### src/design/sobel_edge_magnitude_macros.svh
// Assertion macros used by the Sobel edge magnitude top level.
`ifndef SOBEL_EDGE_MAGNITUDE_MACROS_SVH
`define SOBEL_EDGE_MAGNITUDE_MACROS_SVH

// Same-cycle implication, disabled during reset.
`define SOBEL_ASSERT_SAME(label, clk, rst_n, ante, cons, msg) \
    label: assert property (@(posedge clk) disable iff (!rst_n) (ante) |-> (cons)) \
        else $error(msg);

// Next-cycle implication, disabled during reset.
`define SOBEL_ASSERT_NEXT(label, clk, rst_n, ante, cons, msg) \
    label: assert property (@(posedge clk) disable iff (!rst_n) (ante) |=> (cons)) \
        else $error(msg);

`endif

### src/design/sobel_pkg.sv
// Shared constants and control types for the Sobel edge magnitude block.
`default_nettype none

package sobel_pkg;

    localparam int MAX_WIDTH  = 1024;
    localparam int COL_W      = $clog2(MAX_WIDTH);
    localparam int WIDTH_W    = 11;
    localparam int HEIGHT_W   = 16;
    localparam int PIX_W      = 8;
    localparam int GRAD_W     = 11;
    localparam int ABS_W      = 10;
    localparam int SQ_W       = 2 * ABS_W;
    localparam int SUM_W      = SQ_W + 1;
    localparam int RAD_W      = 2 * PIX_W;
    localparam int REM_W      = PIX_W + 3;
    localparam int STEP_W     = $clog2(PIX_W);
    localparam int CFG_DATA_W = 16;
    localparam int CFG_IDX_W  = 1;
    localparam int OUT_DATA_W = 32;

    localparam logic [WIDTH_W-1:0]  WIDTH_RESET  = WIDTH_W'(640);
    localparam logic [HEIGHT_W-1:0] HEIGHT_RESET = HEIGHT_W'(480);
    localparam logic [WIDTH_W-1:0]  WIDTH_MIN    = WIDTH_W'(3);
    localparam logic [HEIGHT_W-1:0] HEIGHT_MIN   = HEIGHT_W'(3);

    localparam logic [CFG_IDX_W-1:0] CFG_IDX_WIDTH  = 1'b0;
    localparam logic [CFG_IDX_W-1:0] CFG_IDX_HEIGHT = 1'b1;

    typedef struct packed {
        logic accept;
        logic grad;
        logic sq_x;
        logic sq_y;
        logic sqrt_step;
        logic out_load;
    } sobel_cmd_t;

    typedef struct packed {
        logic emit;
        logic sqrt_last;
        logic out_free;
    } sobel_status_t;

endpackage

`default_nettype wire

### src/design/sobel_ctrl.sv
// Controller state machine sequencing one pixel request through the datapath.
`default_nettype none

module sobel_ctrl
(
    input  wire logic                   clk,
    input  wire logic                   rst_n,
    input  wire logic                   s_tvalid,
    output logic                        s_tready,
    input  wire sobel_pkg::sobel_status_t status,
    output sobel_pkg::sobel_cmd_t       cmd
);
    import sobel_pkg::*;

    typedef enum logic [5:0] {
        ST_IDLE = 6'b000001,
        ST_GRAD = 6'b000010,
        ST_SQX  = 6'b000100,
        ST_SQY  = 6'b001000,
        ST_SQRT = 6'b010000,
        ST_DONE = 6'b100000
    } state_t;

    state_t state_reg;
    state_t state_next;

    assign s_tready = (state_reg == ST_IDLE);

    always_comb
    begin
        cmd        = '0;
        state_next = state_reg;
        case (state_reg)
            ST_IDLE:
            begin
                if (s_tvalid)
                begin
                    cmd.accept = 1'b1;
                    state_next = ST_GRAD;
                end
            end
            ST_GRAD:
            begin
                cmd.grad   = 1'b1;
                state_next = status.emit ? ST_SQX : ST_IDLE;
            end
            ST_SQX:
            begin
                cmd.sq_x   = 1'b1;
                state_next = ST_SQY;
            end
            ST_SQY:
            begin
                cmd.sq_y   = 1'b1;
                state_next = ST_SQRT;
            end
            ST_SQRT:
            begin
                cmd.sqrt_step = 1'b1;
                if (status.sqrt_last)
                begin
                    state_next = ST_DONE;
                end
            end
            ST_DONE:
            begin
                if (status.out_free)
                begin
                    cmd.out_load = 1'b1;
                    state_next   = ST_IDLE;
                end
            end
            default:
            begin
                state_next = ST_IDLE;
            end
        endcase
    end

    always_ff @(posedge clk or negedge rst_n)
    begin
        if (!rst_n)
        begin
            state_reg <= ST_IDLE;
        end
        else
        begin
            state_reg <= state_next;
        end
    end

endmodule

`default_nettype wire

### config.mk
export PLATFORM = sky130hd
export DESIGN_NAME = sobel_ctrl
export DESIGN_NICKNAME = d
export VERILOG_FILES = /design/src/design/sobel_edge_magnitude_macros.svh /design/src/design/sobel_pkg.sv /design/src/design/sobel_ctrl.sv
export SDC_FILE = /design/constraint.sdc
export NUM_CORES = 1
export LEC_CHECK = 0
export ABC_CLOCK_PERIOD_IN_PS = 3200
export BUFFER_PORTS_ARGS = -buffer_cell sky130_fd_sc_hd__buf_2
export CAP_MARGIN = 20
export CORE_AREA = 2 2 39 41
export CTS_CLUSTER_DIAMETER = 60
export DETAILED_ROUTE_END_ITERATION = 7
export DIE_AREA = 0 0 41 43
export PLACE_DENSITY = 0.62
export SLEW_MARGIN = 20
export SYNTH_ARGS = -nofsm -noshare
export SYNTH_HDL_FRONTEND = slang
export SYNTH_SLANG_ARGS = --single-unit
### constraint.sdc
create_clock -name clk -period 3.2 [get_ports clk]
set_input_delay 0 -clock clk [delete_from_list [all_inputs] [get_ports clk]]
set_output_delay 0 -clock clk [all_outputs]
set_load 0.05 [all_outputs]
# == Word-level counts from Yosys, hierarchy flattened ==
# Index checks and enable logic that the tools add are counted.
# word_totals
regBits,6
inputBits,6
word_cells,24
# op_classes
n_mux,13
reduce_logical,1
n_eq_ne,9
# ops
operator,n
6-bit case mux with 6 select lines,1
6-bit 2-to-1 mux,3
1-bit 2-to-1 mux,8
"6-bit by 1-bit == test with 1-bit output, second input constant",1
"6-bit by 2-bit == test with 1-bit output, second input constant",1
"6-bit by 3-bit == test with 1-bit output, second input constant",1
"6-bit by 4-bit == test with 1-bit output, second input constant",1
"6-bit by 5-bit == test with 1-bit output, second input constant",1
"6-bit == test, second input constant",1
"2-bit inequality test, second input constant",3
3-bit 2-to-1 mux,1
3-bit AND reduction,1

# == Depth between registers and ports, before layout ==
# depth
ltp_word,3
mapped_depth,5
ltp_nobuf,4

# == Worst setup path after synthesis ==
# OpenSTA, ideal clock, no wires.
# synth_path
kind,register to output
start,register state_reg[0]
end,output cmd[1] (netlist name)
setup_slack_ns,0.997
arrival_time_ns,2.203
path_buffers,1
stages_incl_launch_ff,4
required_ns,3.200
cell_sequence,dfstp_2 -> or2_1 -> buf_6 -> nor4_1
# synth_lines
item,line_no,text
start: declaration,sobel_ctrl.sv:24,state_t state_reg;
start signal: assignment,sobel_ctrl.sv:88,state_reg <= state_next;
end: declaration,sobel_ctrl.sv:11,output sobel_pkg::sobel_cmd_t cmd

==> metrics.md <==
| Metric | Value |
|---|---|
| Status | `finished clean` |
| Final Max Slew Viols | `0` |
| Flop2flop setup slack | `1.96 ns` |
| Hold Path Origin | `s_tvalid` |
| Worst Path Arrival | `1.57 ns` |
| Clock transition at path regs | `0.05 ns` |
| Initial antenna violation count | `0` |
| Library cells used by synthesis | `24` |
| Setup Buffers After CTS | `0` |
| DR vias/cell | `4.82` |
| Total GRT Usage | `0.110` |
| DRC errors left | `0` |
| FP Rows | `14` |
| Post-synthesis sequential area ratio | `0.358` |
| H-tree Lvls | `1` |
| Register area | `151 um^2` |
| Later-pin clock latency in the skew report | `0.24 ns` |
| P per Cell Area | `712 nW/um^2` |
| R2r worst-path depth | `3` |
| Final Wtd Congestion | `0.729` |
| Worst flop-to-flop path startpoint | `state_reg[0]` |
| Most used DFF post-synth | `dfrtp_1` |
| Max reg flops | `6` |
| Lkg Pwr | `0.241 nW` |
| CTS Buf Count | `3` |
| N_diodes | `0` |
| Commonest cells after routing, fill and taps aside | `buf_2 (12), dfrtp_1 (5), nor2_1 (4)` |
| Detail Route Antenna Nets | `0` |
| Period utilisation layout | `0.491` |
| Tightest Pin Transition | `0.375 ns` |
| Post-Synthesis Cell Area | `423 um^2` |
| CORE AREA | `1380 um^2` |
| Port bufs | `12` |
| HPWL after DPL | `603 um` |
| Capture point of the worst reg-to-reg path | `state_reg[0]` |
| EDFF count, synth | `0` |
| Cells after Synth | `45` |
| Syn Nets | `51` |
| Min-Delay Endpoint | `state_reg[1]` |
| Pre-CTS setup slack | `1.89 ns` |
| Min-Delay Path Class | `input port to flip-flop` |
| Worst vdd ir | `0.400 mV` |
| Worst Setup End Kind | `output port` |
| CTS Root Cell | `clkbuf_4` |
| Area delta synth->final | `21.9%` |
| Ys async rst share | `1.00` |
| Critical path class | `flip-flop to output port` |
| Placed Area | `469 um^2` |
| CTS tree | `yes` |
| Routed len/inst | `10.1 um` |
| DRT Pass-1 Iters | `3` |
| Worst EP required | `3.20 ns` |
| GRT overflow | `0` |
| Total Nets Final | `67` |
| Hold depth | `2` |
| Ys Warns | `0` |
| Max-cap violations | `0` |
| Commonest non-fill, non-tap cell in the layout | `buf_2` |
| Final setup fails | `0` |
| Fin Setup TNS | `0 ns` |
| Initial DRC count | `9` |
| Achievable Freq | `636 MHz` |
| Clk buf depth | `2` |
| Min Hold Slack | `0.0213 ns` |
| Worst-path fanout max | `7` |
| Total wire length | `764 um` |
| Die area | `1760 um^2` |
| Fillers | `145` |
| Largest net degree at the start of global routing | `12` |
| Hold-fix buffers at CTS | `2` |
| Number of global-route vias before repair | `326` |
| Multi-input logic area | `234 um^2` |
| Final worst slack | `1.63 ns` |
| Fin. Hold Viols | `0` |
| Yosys reg bits | `6` |
| Number of clock sinks | `6` |
| I/O pin count | `13` |
| Via count | `366` |
| Tot Pwr | `0.000367 W` |
| Final instance area | `515 um^2` |
| Worst Skew | `0.00336 ns` |
| Layout cells sized above 1 | `0.350` |
| Unrepaired setup endpoints after global routing | `no` |
| Min cycle time layout | `1.57 ns` |
| Startpoint type of the worst setup path | `flip-flop` |
| DIE WIDTH | `41 um` |
| Initial core utilization | `0.306` |
| First-pass GRT wire length | `1310 um` |
| Post-CTS Resized | `0` |
| Avg Cell Area, Syn | `9.40 um^2` |
| Die H | `43 um` |
| Max_slew headroom | `0.750` |
layout make-up:
cell class                 instances  area share
clock buffer                       4      0.0510
timing repair buffer              14       0.155
sequential                         6       0.294
tap                               16      0.0388
multi-input combinational         35       0.454
inverter                           1     0.00728
critical path: stages (launching register included):
cell and delay [ns]:
dfrtp_1 0.44, nor2_1 0.24, nand2_1 0.11, nor2_1 0.16
and2_1 0.13, buf_2 0.25
kinds of logic (layout without fill, tap and decap cells):
group / count (synthesis) / in the layout / share of synthesized area
simple gates: 24 / 24 / 0.388
compound gates: 10 / 10 / 0.145
flops: 6 / 6 / 0.358
buf+inv: 4 / 19 / 0.0887
xor+xnor: 1 / 1 / 0.0207
worst max-delay path by stage:
stage            startpoint     end  slack (ns)  cells after the start
2_1_floorplan  state_reg[0]  cmd[1]         1.0                      3
3_3_place_gp   state_reg[4]  cmd[5]        1.88                      5
3_5_place_dp   state_reg[1]  cmd[0]        1.89                      4
4_1_cts        state_reg[1]  cmd[0]        1.62                      4
5_1_grt        state_reg[4]  cmd[5]        1.50                      5
6_report       state_reg[5]  cmd[5]        1.63                      5
stage by stage:
stage / util / std cells
4_1_cts: 0.373 / 76
5_1_grt: 0.373 / 76
6_report: 0.373 / 76
3_5_place_dp: 0.339 / 70
3_3_place_gp: 0.339 / 70
2_1_floorplan: - / 45
cell usage after synthesis (all sizes together), types with 2 or more instances:
library cell  number  area share
and4bb             2       0.059
and2               3       0.044
nor4               2       0.030
buf                3       0.080
o21ai              4       0.047
dfrtp              5        0.30
a21oi              2       0.024
nor2               4       0.035
nand3b             2       0.035
nand2b             3       0.044
nor3               4       0.086
nand2              2       0.018
metal layers:
| layer | up-vias | track usage | routed length, um |
|---|---|---|---|
| li1 | 194 | - | - |
| met1 | 165 | 0.152 | 372 |
| met2 | 7 | 0.150 | 348 |
| met3 | 0 | 0.0314 | 43 |
| met4 | 0 | 0.0600 | 0 |
| met5 | - | 0 | 0 |
power breakdown:
part           switching [W]  internal, W
Combinational       0.000121    0.0000643
Clock              0.0000260    0.0000472
Sequential         0.0000144    0.0000941
Total               0.000161     0.000206
Power figures use the tool's default switching activity.
